===== config.mk =====
export PLATFORM = sky130hd
export DESIGN_NAME = multi_channel_servo_pwm_top
export DESIGN_NICKNAME = d
export VERILOG_FILES = /design/src/mcsp_pkg.sv /design/src/mcsp_div.sv /design/src/mcsp_chan.sv /design/src/multi_channel_servo_pwm_top.sv
export SDC_FILE = /design/constraint.sdc
export NUM_CORES = 1
export LEC_CHECK = 0
export BUFFER_PORTS_ARGS = -buffer_cell sky130_fd_sc_hd__clkbuf_2
export CORE_AREA = 3 3 246 248
export CTS_CLUSTER_DIAMETER = 100
export DETAILED_ROUTE_END_ITERATION = 12
export DIE_AREA = 0 0 249 251
export PLACE_DENSITY = 0.76
export SETUP_SLACK_MARGIN = 0.1
export SLEW_MARGIN = 20
export SYNTH_ARGS = -nofsm -noshare
export SYNTH_HDL_FRONTEND = slang
export SYNTH_SLANG_ARGS = --single-unit
export TNS_END_PERCENT = 5

===== constraint.sdc =====
create_clock -name i_clk -period 11.1 [get_ports i_clk]
set_clock_uncertainty 0.15 [all_clocks]
set_input_delay 0 -clock i_clk [delete_from_list [all_inputs] [get_ports i_clk]]
set_output_delay 0 -clock i_clk [all_outputs]
set_load 0.01 [all_outputs]

===== src/mcsp_pkg.sv =====
// Shared types and constants for the multi-channel servo PWM block.
`default_nettype none

package mcsp_pkg;

    // Field widths.
    localparam int ANGLE_W  = 8;
    localparam int ONTIME_W = 16;
    localparam int TIME_W   = 20;
    localparam int CFG_W    = 20;
    localparam int CFG_IDX_W = 3;

    // Widths of the angle mapping datapath.
    localparam int DIFF_A_W = ANGLE_W + 1;
    localparam int DIFF_B_W = ONTIME_W + 1;
    localparam int PROD_W   = DIFF_A_W + DIFF_B_W;
    localparam int DIV_W    = 24;
    localparam int DIV_CNT_W = $clog2(DIV_W);

    localparam int DEFAULT_NUM_CHANNELS = 3;
    localparam int MAX_NUM_CHANNELS = 16;

    // Configuration register indexes.
    localparam logic [CFG_IDX_W-1:0] CFG_MIN_ANGLE    = 3'd0;
    localparam logic [CFG_IDX_W-1:0] CFG_MAX_ANGLE    = 3'd1;
    localparam logic [CFG_IDX_W-1:0] CFG_MIN_ON_TIME  = 3'd2;
    localparam logic [CFG_IDX_W-1:0] CFG_MAX_ON_TIME  = 3'd3;
    localparam logic [CFG_IDX_W-1:0] CFG_FRAME_PERIOD = 3'd4;

    // Configuration reset values.
    localparam logic [ANGLE_W-1:0]  RST_MIN_ANGLE    = 8'd0;
    localparam logic [ANGLE_W-1:0]  RST_MAX_ANGLE    = 8'd180;
    localparam logic [ONTIME_W-1:0] RST_MIN_ON_TIME  = 16'd500;
    localparam logic [ONTIME_W-1:0] RST_MAX_ON_TIME  = 16'd2500;
    localparam logic [TIME_W-1:0]   RST_FRAME_PERIOD = 20'd20000;

    // Fixed pulse used for a zero angle.
    localparam logic [TIME_W-1:0] ZERO_ANGLE_ON  = 20'd500;
    localparam logic [TIME_W-1:0] ZERO_ANGLE_OFF = 20'd23500;

    // Command codes.
    localparam logic CMD_TICK = 1'b0;
    localparam logic CMD_SET  = 1'b1;

    typedef struct packed {
        logic         command;
        logic [1:0]   channel;
        logic [7:0]   angle;
    } t_in_item;

    typedef struct packed {
        logic [2:0]   pwm_levels;
        logic [2:0]   toggled;
        logic         clipped;
    } t_out_item;

    // Control from the sequencer to the channel store.
    typedef struct packed {
        logic              tick;
        logic              set;
        logic [TIME_W-1:0] high_time;
        logic [TIME_W-1:0] low_time;
    } t_chan_cmd;

endpackage

`default_nettype wire


===== src/mcsp_div.sv =====
// Iterative restoring divider for unsigned magnitudes, one quotient bit per cycle.
`default_nettype none

module mcsp_div (
    input  wire logic                              i_clk,
    input  wire logic                              i_rst_n,
    input  wire logic                              i_start,
    input  wire logic [mcsp_pkg::DIV_W-1:0]        i_dividend,
    input  wire logic [mcsp_pkg::ANGLE_W-1:0]      i_divisor,
    output logic      [mcsp_pkg::DIV_W-1:0]        o_quotient,
    output logic                                   o_done,
    output logic                                   o_busy
);

    localparam int DW = mcsp_pkg::DIV_W;
    localparam int AW = mcsp_pkg::ANGLE_W;

    logic                           r_busy;
    logic                           r_done;
    logic [mcsp_pkg::DIV_CNT_W-1:0] r_cnt;
    logic [AW-1:0]                  r_rem;
    logic [AW-1:0]                  r_div;
    logic [DW-1:0]                  r_quo;

    logic [AW:0]   rem_sh;
    logic          ge;
    logic [AW-1:0] n_rem;

    // One restoring step: shift in the next dividend bit and try a subtract.
    always_comb begin
        rem_sh = {r_rem, r_quo[DW-1]};
        ge     = (rem_sh >= {1'b0, r_div});
        if (ge) begin
            n_rem = AW'(rem_sh - {1'b0, r_div});
        end else begin
            n_rem = rem_sh[AW-1:0];
        end
    end

    always_ff @(posedge i_clk) begin
        if (!i_rst_n) begin
            r_busy <= 1'b0;
            r_done <= 1'b0;
            r_cnt  <= '0;
        end else begin
            // The quotient is complete the cycle after the last step.
            r_done <= r_busy && !i_start && (r_cnt == '0);
            if (i_start) begin
                r_busy <= 1'b1;
                r_cnt  <= mcsp_pkg::DIV_CNT_W'(DW - 1);
            end else if (r_busy) begin
                if (r_cnt == '0) begin
                    r_busy <= 1'b0;
                end else begin
                    r_cnt <= r_cnt - 1'b1;
                end
            end
        end
    end

    // Datapath registers need no reset.
    always_ff @(posedge i_clk) begin
        if (i_start) begin
            r_rem <= '0;
            r_div <= i_divisor;
            r_quo <= i_dividend;
        end else if (r_busy) begin
            r_rem <= n_rem;
            r_quo <= {r_quo[DW-2:0], ge};
        end
    end

    assign o_quotient = r_quo;
    assign o_done     = r_done;
    assign o_busy     = r_busy;

endmodule

`default_nettype wire


===== src/mcsp_chan.sv =====
// Per-channel timing store with the shared tick compare and update.
`default_nettype none

module mcsp_chan #(
    parameter int NUM_CHANNELS = mcsp_pkg::DEFAULT_NUM_CHANNELS,
    parameter int IW = 2
) (
    input  wire logic                      i_clk,
    input  wire logic                      i_rst_n,
    input  wire logic [IW-1:0]             i_idx,
    input  wire mcsp_pkg::t_chan_cmd       i_cmd,
    output logic      [NUM_CHANNELS-1:0]   o_levels,
    output logic                           o_toggle
);

    localparam int TW = mcsp_pkg::TIME_W;

    logic [TW-1:0]           r_high    [NUM_CHANNELS];
    logic [TW-1:0]           r_low     [NUM_CHANNELS];
    logic [TW-1:0]           r_elapsed [NUM_CHANNELS];
    logic [NUM_CHANNELS-1:0] r_level;

    logic [TW:0]   next_cnt;
    logic [TW-1:0] phase_len;

    // Compare the incremented count against the current phase length.
    always_comb begin
        next_cnt  = {1'b0, r_elapsed[i_idx]} + 1'b1;
        phase_len = r_level[i_idx] ? r_high[i_idx] : r_low[i_idx];
        o_toggle  = (next_cnt > {1'b0, phase_len});
    end

    always_ff @(posedge i_clk) begin
        if (!i_rst_n) begin
            for (int i = 0; i < NUM_CHANNELS; i++) begin
                r_high[i]    <= '0;
                r_low[i]     <= '0;
                r_elapsed[i] <= '0;
            end
            r_level <= '0;
        end else if (i_cmd.tick) begin
            if (o_toggle) begin
                r_level[i_idx]   <= ~r_level[i_idx];
                r_elapsed[i_idx] <= '0;
            end else begin
                r_elapsed[i_idx] <= next_cnt[TW-1:0];
            end
        end else if (i_cmd.set) begin
            r_high[i_idx] <= i_cmd.high_time;
            r_low[i_idx]  <= i_cmd.low_time;
        end
    end

    assign o_levels = r_level;

endmodule

`default_nettype wire


===== src/multi_channel_servo_pwm_top.sv =====
// Top level of the multi-channel servo PWM block: sequencer, registers and output stage.
`default_nettype none

// A tick word sweeps the channels one per cycle through a shared compare and
// update; after the last channel, the write-back state loads its result into
// the output register once that register is free, and the block is ready
// again. A set-angle word forms (angle - min_angle) * (max_on - min_on) in
// the multiply state and divides by the angle range in a shared restoring
// divider that yields one quotient bit per cycle; the divider is started from
// a set-up state and followed by saturation and write-back states. Angle zero,
// an out-of-range channel and a zero angle range skip the divider. The block
// takes one input word at a time; a finished result sits in an output
// register, and the next word may be accepted while that result waits.
// Configuration writes take effect at once and belong in idle time.
module multi_channel_servo_pwm_top #(
    parameter int NUM_CHANNELS = mcsp_pkg::DEFAULT_NUM_CHANNELS
) (
    input  wire logic                             i_clk,
    input  wire logic                             i_rst_n,
    input  wire logic                             i_in_valid,
    output logic                                  o_in_ready,
    input  wire mcsp_pkg::t_in_item               i_in,
    output logic                                  o_out_valid,
    input  wire logic                             i_out_ready,
    output mcsp_pkg::t_out_item                   o_out,
    input  wire logic                             i_cfg_we,
    input  wire logic [mcsp_pkg::CFG_IDX_W-1:0]   i_cfg_index,
    input  wire logic [mcsp_pkg::CFG_W-1:0]       i_cfg_data
);

    localparam int IW  = (NUM_CHANNELS > 1) ? $clog2(NUM_CHANNELS) : 1;
    localparam int TW  = mcsp_pkg::TIME_W;
    localparam int AW  = mcsp_pkg::ANGLE_W;
    localparam int OW  = mcsp_pkg::ONTIME_W;
    localparam int PW  = mcsp_pkg::PROD_W;
    localparam int DW  = mcsp_pkg::DIV_W;

    typedef enum logic [2:0] {
        S_IDLE,
        S_TICK,
        S_MUL,
        S_DIVGO,
        S_DIV,
        S_FIN,
        S_WB
    } t_state;

    t_state r_state;

    // Configuration registers.
    logic [AW-1:0] r_min_angle;
    logic [AW-1:0] r_max_angle;
    logic [OW-1:0] r_min_on;
    logic [OW-1:0] r_max_on;
    logic [TW-1:0] r_frame;

    // Work registers.
    logic [IW-1:0]           r_idx;
    logic [AW-1:0]           r_angle;
    logic [NUM_CHANNELS-1:0] r_tog;
    logic                    r_clip;
    logic signed [PW-1:0]    r_prod;
    logic                    r_neg;
    logic signed [PW-1:0]    r_on;
    logic [TW-1:0]           r_wr_high;
    logic [TW-1:0]           r_wr_low;
    logic                    r_wr_en;

    // Output stage.
    logic                    r_out_valid;
    mcsp_pkg::t_out_item     r_out;

    // Channel store interface.
    mcsp_pkg::t_chan_cmd     chan_cmd;
    logic [NUM_CHANNELS-1:0] chan_levels;
    logic                    chan_toggle;

    // Divider interface.
    logic          div_start;
    logic [DW-1:0] div_dividend;
    logic [AW-1:0] div_divisor;
    logic [DW-1:0] div_quotient;
    logic          div_done;
    logic          div_busy;

    // Mapping datapath.
    logic signed [AW:0]    diff_a;
    logic signed [OW:0]    diff_b;
    logic signed [AW:0]    span;
    logic signed [PW-1:0]  prod_w;
    logic [PW-1:0]         prod_abs;
    logic [PW-1:0]         q_ext;
    logic signed [PW-1:0]  q_signed;
    logic                  sat_low;
    logic                  sat_high;
    logic [TW-1:0]         on_sat;
    logic signed [TW:0]    off_w;
    logic                  chan_ok;
    logic                  last_ch;
    logic                  out_free;
    logic [NUM_CHANNELS+2:0] lev_ext;
    logic [NUM_CHANNELS+2:0] tog_ext;

    assign o_in_ready = (r_state == S_IDLE);
    assign out_free   = !r_out_valid || i_out_ready;
    assign last_ch    = (r_idx == IW'(NUM_CHANNELS - 1));
    assign chan_ok    = ({3'b000, i_in.channel} < 5'(NUM_CHANNELS));

    // Signed differences and product for the linear map.
    always_comb begin
        diff_a   = $signed({1'b0, r_angle}) - $signed({1'b0, r_min_angle});
        diff_b   = $signed({1'b0, r_max_on}) - $signed({1'b0, r_min_on});
        span     = $signed({1'b0, r_max_angle}) - $signed({1'b0, r_min_angle});
        prod_w   = diff_a * diff_b;
        prod_abs = r_prod[PW-1] ? PW'(-r_prod) : PW'(r_prod);
        q_ext    = {{(PW-DW){1'b0}}, div_quotient};
        q_signed = r_neg ? -$signed(q_ext) : $signed(q_ext);
    end

    // Divider operands: magnitudes, sign is applied to the quotient.
    assign div_start    = (r_state == S_DIVGO);
    assign div_dividend = prod_abs[DW-1:0];
    assign div_divisor  = span[AW] ? AW'(-span) : span[AW-1:0];

    // Saturate the on time to the timer range and derive the off time.
    always_comb begin
        sat_low  = r_on[PW-1];
        sat_high = !r_on[PW-1] && (r_on[PW-2:TW] != '0);
        if (sat_low) begin
            on_sat = '0;
        end else if (sat_high) begin
            on_sat = '1;
        end else begin
            on_sat = r_on[TW-1:0];
        end
        off_w = $signed({1'b0, r_frame}) - $signed({1'b0, on_sat});
    end

    // Commands to the channel store.
    always_comb begin
        chan_cmd.tick      = (r_state == S_TICK);
        chan_cmd.set       = r_wr_en;
        chan_cmd.high_time = r_wr_high;
        chan_cmd.low_time  = r_wr_low;
    end

    // Sequencer, configuration and output stage.
    always_ff @(posedge i_clk) begin
        if (!i_rst_n) begin
            r_state     <= S_IDLE;
            r_min_angle <= mcsp_pkg::RST_MIN_ANGLE;
            r_max_angle <= mcsp_pkg::RST_MAX_ANGLE;
            r_min_on    <= mcsp_pkg::RST_MIN_ON_TIME;
            r_max_on    <= mcsp_pkg::RST_MAX_ON_TIME;
            r_frame     <= mcsp_pkg::RST_FRAME_PERIOD;
            r_out_valid <= 1'b0;
            r_wr_en     <= 1'b0;
            r_idx       <= '0;
            r_tog       <= '0;
            r_clip      <= 1'b0;
        end else begin
            // The channel store is written once for each set-angle that changes a channel.
            r_wr_en <= (r_state == S_FIN)
                    || (r_state == S_IDLE && i_in_valid
                        && i_in.command == mcsp_pkg::CMD_SET
                        && chan_ok && i_in.angle == '0);

            if (i_cfg_we) begin
                unique case (i_cfg_index)
                    mcsp_pkg::CFG_MIN_ANGLE:    r_min_angle <= i_cfg_data[AW-1:0];
                    mcsp_pkg::CFG_MAX_ANGLE:    r_max_angle <= i_cfg_data[AW-1:0];
                    mcsp_pkg::CFG_MIN_ON_TIME:  r_min_on    <= i_cfg_data[OW-1:0];
                    mcsp_pkg::CFG_MAX_ON_TIME:  r_max_on    <= i_cfg_data[OW-1:0];
                    mcsp_pkg::CFG_FRAME_PERIOD: r_frame     <= i_cfg_data[TW-1:0];
                    default: ;
                endcase
            end

            // The output register fills from write-back and drains on acceptance.
            if (r_state == S_WB && out_free) begin
                r_out_valid <= 1'b1;
            end else if (i_out_ready) begin
                r_out_valid <= 1'b0;
            end

            unique case (r_state)
                S_IDLE: begin
                    if (i_in_valid) begin
                        r_tog   <= '0;
                        r_clip  <= 1'b0;
                        r_angle <= i_in.angle;
                        if (i_in.command == mcsp_pkg::CMD_TICK) begin
                            r_idx   <= '0;
                            r_state <= S_TICK;
                        end else if (!chan_ok) begin
                            r_state <= S_WB;
                        end else begin
                            r_idx <= IW'({3'b000, i_in.channel});
                            if (i_in.angle == '0) begin
                                r_wr_high <= mcsp_pkg::ZERO_ANGLE_ON;
                                r_wr_low  <= mcsp_pkg::ZERO_ANGLE_OFF;
                                r_state   <= S_WB;
                            end else begin
                                r_state <= S_MUL;
                            end
                        end
                    end
                end
                S_TICK: begin
                    r_tog[r_idx] <= chan_toggle;
                    if (last_ch) begin
                        r_state <= S_WB;
                    end else begin
                        r_idx <= r_idx + 1'b1;
                    end
                end
                S_MUL: begin
                    if (span == '0) begin
                        // Zero angle range: fall back to the minimum on time.
                        r_on    <= $signed({{(PW-OW){1'b0}}, r_min_on});
                        r_clip  <= 1'b1;
                        r_state <= S_FIN;
                    end else begin
                        r_prod  <= prod_w;
                        r_state <= S_DIVGO;
                    end
                end
                S_DIVGO: begin
                    r_neg   <= r_prod[PW-1] ^ span[AW];
                    r_state <= S_DIV;
                end
                S_DIV: begin
                    if (div_done) begin
                        r_on    <= q_signed + $signed({{(PW-OW){1'b0}}, r_min_on});
                        r_state <= S_FIN;
                    end
                end
                S_FIN: begin
                    r_wr_high <= on_sat;
                    if (off_w[TW]) begin
                        r_wr_low <= '0;
                    end else begin
                        r_wr_low <= off_w[TW-1:0];
                    end
                    if (sat_low || sat_high || off_w[TW]) begin
                        r_clip <= 1'b1;
                    end
                    r_state <= S_WB;
                end
                S_WB: begin
                    if (out_free) begin
                        r_out.pwm_levels <= lev_ext[2:0];
                        r_out.toggled    <= tog_ext[2:0];
                        r_out.clipped    <= r_clip;
                        r_state          <= S_IDLE;
                    end
                end
                default: r_state <= S_IDLE;
            endcase
        end
    end

    // Only the first three channels fit the result fields.
    assign lev_ext = {3'b000, chan_levels};
    assign tog_ext = {3'b000, r_tog};

    assign o_out_valid = r_out_valid;
    assign o_out       = r_out;

    mcsp_chan #(
        .NUM_CHANNELS (NUM_CHANNELS),
        .IW           (IW)
    ) u_chan (
        .i_clk    (i_clk),
        .i_rst_n  (i_rst_n),
        .i_idx    (r_idx),
        .i_cmd    (chan_cmd),
        .o_levels (chan_levels),
        .o_toggle (chan_toggle)
    );

    mcsp_div u_div (
        .i_clk      (i_clk),
        .i_rst_n    (i_rst_n),
        .i_start    (div_start),
        .i_dividend (div_dividend),
        .i_divisor  (div_divisor),
        .o_quotient (div_quotient),
        .o_done     (div_done),
        .o_busy     (div_busy)
    );

    // The divider runs only while the sequencer waits for it.
    a_div_busy_in_div: assert property (@(posedge i_clk) disable iff (!i_rst_n)
        div_busy |-> (r_state == S_DIV))
        else $error("divider busy outside the divide state");

    // A finished division is always taken by the divide state.
    a_div_done_in_div: assert property (@(posedge i_clk) disable iff (!i_rst_n)
        div_done |-> (r_state == S_DIV))
        else $error("divider result dropped");

    // A result never reports both toggles and a clipped set-angle.
    a_tog_clip_excl: assert property (@(posedge i_clk) disable iff (!i_rst_n)
        o_out_valid |-> !(o_out.clipped && (o_out.toggled != '0)))
        else $error("toggle and clip reported together");

    // A new result is loaded only into a free output register.
    a_out_no_overwrite: assert property (@(posedge i_clk) disable iff (!i_rst_n)
        (r_state == S_WB && r_out_valid && !i_out_ready) |=> (r_state == S_WB))
        else $error("pending result overwritten");

endmodule

`default_nettype wire


* After elaboration in Yosys (flattened, before gate mapping)
Memory sizes are Yosys's and may differ from the RTL's. A register that Yosys moved wholly into a read port is not among the register bits.
Cells that the tools add are included.
** Word-level totals
- Bits in registers :: 237
- RAM bits :: 180
- Input bits :: 39
- Output and inout bits :: 9
- Word-level logic and storage cells :: 214
- Memories :: 3
** Cells by class
- Add/sub/neg operators :: 12
- Multipliers :: 1
- Order comparisons :: 5
- Equal/unequal tests :: 23
- Multiplexer cells :: 86
- Bitwise gates (word level) :: 6
- Reductions and logical operators :: 50
** Memories
- u_chan.r_elapsed :: words 3, bits a word 20, read ports 1, clocked after memory_dff 1, write ports 3, line mcsp_chan.sv:20 : logic [TW-1:0] r_elapsed [NUM_CHANNELS];
- u_chan.r_high :: words 3, bits a word 20, read ports 1, clocked after memory_dff 1, write ports 3, line mcsp_chan.sv:18 : logic [TW-1:0] r_high [NUM_CHANNELS];
- u_chan.r_low :: words 3, bits a word 20, read ports 1, clocked after memory_dff 1, write ports 3, line mcsp_chan.sv:19 : logic [TW-1:0] r_low [NUM_CHANNELS];
** Operators with widths (count)
- $mux W20 :: 16
- $pmux W20 S2 :: 2
- $mux W26 :: 3
- $mux W24 :: 3
- $reduce_or A20 Y1 :: 3
- $pmux W26 S2 :: 1
- $mux W3 :: 9
- $add A26 B17 Y26 :: 1
- $mul A9 B17 Y26 :: 1
- $mux W1 :: 26
- $mux W2 :: 13
- $neg A24 Y26 :: 1
- $neg A24 Y24 :: 1
- $add A20 B1 Y21 const B :: 1
- $gt A21 B20 Y1 :: 1
- $pmux W3 S7 :: 1
- $sub A20 B20 Y21 :: 1
- $reduce_and A2 Y1 :: 10
- $sub A8 B8 Y9 :: 2
- $sub A16 B16 Y17 :: 1
- $mux W8 :: 2
- $reduce_and A4 Y1 :: 4
- $mux W5 :: 3
- $ne A2 B1 Y1 const B :: 7
- 36 further kinds :: 70

* Depth between registers and ports, before layout
- Depth after elaboration :: 11
- Gate-level depth with buffers :: 29
- Depth with buffers taken out :: 29

* Modules after synthesis
From an unflattened synthesis, not the netlist that was laid out.
** Unflattened totals
- Cells, all modules :: 2728
- Area total of the unflattened synthesis :: 30103.9 µm²
** By module, submodules not included
- multi_channel_servo_pwm_top :: instances 1, cells each 1809, area an instance 16477.1 µm², sequential area each 4794.6 µm²
- mcsp_chan :: instances 1, cells each 722, area an instance 11257.0 µm², sequential area each 7267.0 µm²
- mcsp_div :: instances 1, cells each 197, area an instance 2369.8 µm², sequential area each 1261.2 µm²

* Least setup slack after synthesis
OpenSTA, ideal clock, no wires.
- Path kind :: reg-to-reg
- From :: register r_angle[0]
- To :: register r_prod[25], data pin
- Setup time :: 0.260 ns
- Arrival time :: 6.379 ns
- Required time :: 10.690 ns
- Slack :: 4.311 ns
- Cell stages (with the launch flop) :: 28
- Path buffers :: 0
- Cells stage by stage :: edfxtp_1 > inv_1 > ha_1 > inv_1 > fa_1 > a21o_1 > a21oi_1 > o21bai_1 > a21oi_1 > xor2_1 > nand2b_1 > fa_1 > fa_1 > inv_1 > fa_1 > fa_1 > inv_1 > fa_1 > inv_1 > ha_1 > o21ai_0 > o21ai_0 > nand2_1 > o2111ai_1 > a311oi_1 > o21ai_0 > a21oi_1 > xnor2_1
** On the way
- Longest elaborated chain between the ends :: 2
** RTL lines
- start: declaration :: line multi_channel_servo_pwm_top.sv:59 : logic [AW-1:0] r_angle;
- start signal: assignment :: line multi_channel_servo_pwm_top.sv:191 : r_angle <= i_in.angle;
- $sub A8 B8 Y9 :: line multi_channel_servo_pwm_top.sv:111 : diff_a = $signed({1'b0, r_angle}) - $signed({1'b0, r_min_angle});
- $mul A9 B17 Y26 :: line multi_channel_servo_pwm_top.sv:114 : prod_w = diff_a * diff_b;
- net prod_w[25] :: line multi_channel_servo_pwm_top.sv:90 : logic signed [PW-1:0] prod_w;
- end signal: assignment :: line multi_channel_servo_pwm_top.sv:224 : r_prod <= prod_w;
- end: declaration :: line multi_channel_servo_pwm_top.sv:62 : logic signed [PW-1:0] r_prod;
The timed path passes the listed nets, and every way through them passes these cells.
A chain may end at the register's enable or synchronous reset.

* Worst setup path in the final report
- From :: register r_max_on[0]
- To :: register r_prod[25], data pin
** On the way
- Longest elaborated chain between the ends :: 2
** RTL lines
- start: declaration :: line multi_channel_servo_pwm_top.sv:54 : logic [OW-1:0] r_max_on;
- start signal: assignment :: line multi_channel_servo_pwm_top.sv:154 : r_max_on <= mcsp_pkg::RST_MAX_ON_TIME;
- start signal: assignment :: line multi_channel_servo_pwm_top.sv:173 : mcsp_pkg::CFG_MAX_ON_TIME: r_max_on <= i_cfg_data[OW-1:0];
- $sub A16 B16 Y17 :: line multi_channel_servo_pwm_top.sv:112 : diff_b = $signed({1'b0, r_max_on}) - $signed({1'b0, r_min_on});
- $mul A9 B17 Y26 :: line multi_channel_servo_pwm_top.sv:114
- net prod_w[25] :: line multi_channel_servo_pwm_top.sv:90
The timed path passes the listed nets, and every way through them passes these cells.

==> flow_summary.json <==
{
  "status": "finished, final reports clean",
  "syn_area_sq_mm": 0.0297,
  "synth_top_area_share_pct": 38.4,
  "synth_cells": 2737,
  "first_global_vias": 21600,
  "routed_via_density": 5.82,
  "firstDrtPassIters": 6,
  "synth-seq-cells": 478,
  "fmax_mhz": 130,
  "finish.utilization_pct": 55.9,
  "port_buffers": 47,
  "crit_top_cell": "fa_1",
  "antenna_found_initial": 1,
  "syn_area_per_cell_sq_um": 10.8,
  "ioPinCount": 48,
  "synth_fp_nets": 3068,
  "clk_latency_ns": 0.60,
  "synth-main-ff-cell": "edfxtp_1",
  "drive_gt1_share_pct": 8.94,
  "cts_max_level": 2,
  "num_vias": 21000,
  "ys_types": 69,
  "hold_class": "in2reg",
  "hold_slack_ns": 0.0497,
  "worstPathArrival_ns": 7.86,
  "p_int_mw": 5.17,
  "final_cells": 3603,
  "cp_top_family": "adder cells",
  "synth_edf_count": 379,
  "finalMaxSlewViolations": 0,
  "grt_overflow": 0,
  "finalCritPeriodShare_pct": 69.2,
  "design.core.area_sq_mm": 0.0587,
  "powerDensity_mw_per_mm2": 270,
  "chipHeight_microns": 251,
  "critPathKind": "reg2reg",
  "slew_headroom_pct": 22.2,
  "n_fill_cell": 4699,
  "critPathLaunch": "r_max_on[0]",
  "clkSlewWorstSetupHoldPaths_ns": 0.06,
  "max_cap_violations": 0,
  "dieArea_sq_mm": 0.0625,
  "leakagePower_nw": 13.2,
  "dp_cells": 3459,
  "slowest_stage": "fa_1",
  "grt_setup_unrepaired": "no",
  "dpl.hpwl_microns": 51100,
  "n_antenna_cell": 0,
  "post_drt_wl_per_cell_microns": 19.6,
  "first_iter_violations": 1693,
  "period_minus_slack_ns": 7.68,
  "p_clk_share_pct": 18.9,
  "area_delta_synth_final_pct": 10.6,
  "grt_pass1_wl_microns": 115000,
  "final-seq-area_sq_mm": 0.0134,
  "met3_usage_pct": 2.60,
  "seq_power_share_pct": 27.0,
  "num_rows": 89,
  "r2r_start": "r_max_on[0]",
  "met2_usage_pct": 41.0,
  "critPathLaunchType": "flip-flop",
  "clock-root-buffer": "clkbuf_16",
  "grt_max_degree": 116,
  "p_total_mw": 8.86,
  "combPwrFrac_pct": 54.1,
  "switching_share_pct": 41.7,
  "required_ns": 11.29,
  "cts_tree": "yes",
  "max_stage_delay_ns": 0.56,
  "switching_power_mw": 3.69,
  "gp_congestion": 0.925,
  "top_usage_layer": "met2",
  "final.setup.tns_ns": 0,
  "yosysMostFrequentCell": "edfxtp_1",
  "synth_warnings": 0,
  "grtUsageTotal_pct": 22.6,
  "critical_path.endpoint_type": "flip-flop",
  "critPathBufInv": 4,
  "wirelength_microns": 70600,
  "cp_max_fo": 4,
  "numCtsBuffers": 50,
  "tightest_slew_ns": 1.14,
  "ys_seq_area_share_pct": 45.1,
  "die_w_microns": 249,
  "worstHoldStart": "i_cfg_data[16]",
  "route.detailed.drc": 0,
  "clk_path_buf_depth": 3,
  "netlist_top_cells_count": "edfxtp_1 (379), nand2_1 (306), nor2_1 (259)",
  "hold_violations": 0,
  "ys_async_sr_fraction_pct": 0,
  "synth_largest_area_cell": "edfxtp_1",
  "initial_core_util_pct": 50.5,
  "multi_input_area_sq_mm": 0.0152,
  "use_met1_pct": 27.8,
  "setup_viol": 0,
  "ant_nets": 0,
  "layout.nets": 3120,
  "clock_sinks": 478,
  "synth_area_leaders": "edfxtp_1 (38%), fa_1 (9.0%), ha_1 (6.7%)",
  "ir_drop_mv": 1.09
}
sequential cells by signal, indices dropped and copies added, names as in the netlist, 16 cells and up, named ones only:
register          flops
r_wr_high            20
u_div.o_quotient     24
r_frame              20
r_wr_low             20
r_min_on             16
r_max_on             16
u_chan.r_elapsed     80
r_prod               25
u_chan.r_low         80
r_on                 26
u_chan.r_high        80
worst min-delay path, delay by kind of cell:
family	cells	cell delay, ns
buffers and inverters	2	0.65
AND/OR/NAND/NOR	1	0.05
AO/OA/AOI/OAI	1	0.05
area by class of cell:
cell class / count / area share [%]
inverter: 183 / 2.09
multi-input combinational: 1954 / 46.3
timing repair buffer: 122 / 2.84
clock buffer: 65 / 4.17
tap: 773 / 2.95
clock inverter: 28 / 0.881
sequential: 478 / 40.8
layer usage:
layer	routed length, microns	vias to the layer above	share of wire (%)
li1	-	9816	-
met1	28300	10300	40
met2	36300	641	51
met3	3260	159	4.6
met4	2750	2	3.9
met5	13	-	0.018
layout by cell type (no fill, tap or decap), types with 10 or more instances in the layout:
cell | synthesis | routed
nor2b_1 | 20 | 20
clkbuf_2 | 0 | 47
and2_1 | 19 | 18
or4_1 | 11 | 11
inv_1 | 182 | 182
buf_4 | 0 | 23
nand4_1 | 21 | 21
nand2_1 | 306 | 305
a211oi_1 | 12 | 12
xnor2_1 | 90 | 90
o21ai_0 | 117 | 117
a21o_1 | 38 | 38
a21oi_1 | 128 | 127
and4_1 | 11 | 11
xor2_1 | 67 | 67
nor2_1 | 259 | 258
and3_1 | 136 | 136
nand3_1 | 45 | 45
dfxtp_1 | 99 | 97
nand2b_1 | 40 | 40
clkbuf_1 | 106 | 10
mux2i_1 | 30 | 30
nor3_1 | 37 | 35
o21bai_1 | 29 | 29
ha_1 | 159 | 156
o31ai_1 | 19 | 18
or2_2 | 20 | 20
a31oi_1 | 13 | 13
fa_1 | 133 | 133
dlygate4sd3_1 | 0 | 50
or3_1 | 15 | 15
mux4_2 | 60 | 60
o21a_1 | 20 | 20
clkbuf_16 | 0 | 51
edfxtp_1 | 379 | 379
through the flow:
| stage | worst slack [ns] | instance area (sq um) |
|---|---|---|
| after floorplan | 4.31 | 29700 |
| after global placement | 3.43 | 30600 |
| after detailed placement | 3.36 | 30600 |
| after CTS | 3.30 | 32800 |
| after global routing | 2.92 | 32800 |
| final | 3.42 | 32800 |
power by group through the flow:
| stage | Clock, mW | Combinational [mW] | Sequential, mW |
|---|---|---|---|
| floorplan | 0 | 3.49 | 2.36 |
| detailed placement | 0 | 4.77 | 2.43 |
| finish | 1.68 | 4.79 | 2.39 |
| global placement | 0 | 4.60 | 2.41 |
| CTS | 1.70 | 4.82 | 2.39 |
| global route | 1.79 | 5.32 | 2.41 |
path summary, 6_finish.rpt:
check                end  slack (ns)  depth (start not counted)
min          r_frame[16]        0.05                          4
min reg2reg     o_out[1]        0.29                          0
max           r_prod[25]        3.42                         28
max reg2reg   r_prod[25]        3.42                         28
cell families (layout without fill, tap and decap cells):
group,after synthesis,count (layout),share of synthesized area (%)
and+or+nand+nor,970,970,15.6
xor gates and xnor gates,157,157,4.64
DFF,478,478,45.1
buffers and inverters,305,398,3.97
muxes,94,94,5.72
adders and majority gates,292,292,15.7
AOI/OAI and AO/OA,441,441,9.28
timing repair:
action,4_1_cts,5_1_grt
setup buffers,0,0
hold endpoints to repair,100,0
hold buffers,50,0
resized for setup,0,0
Power figures use the tool's default switching activity.
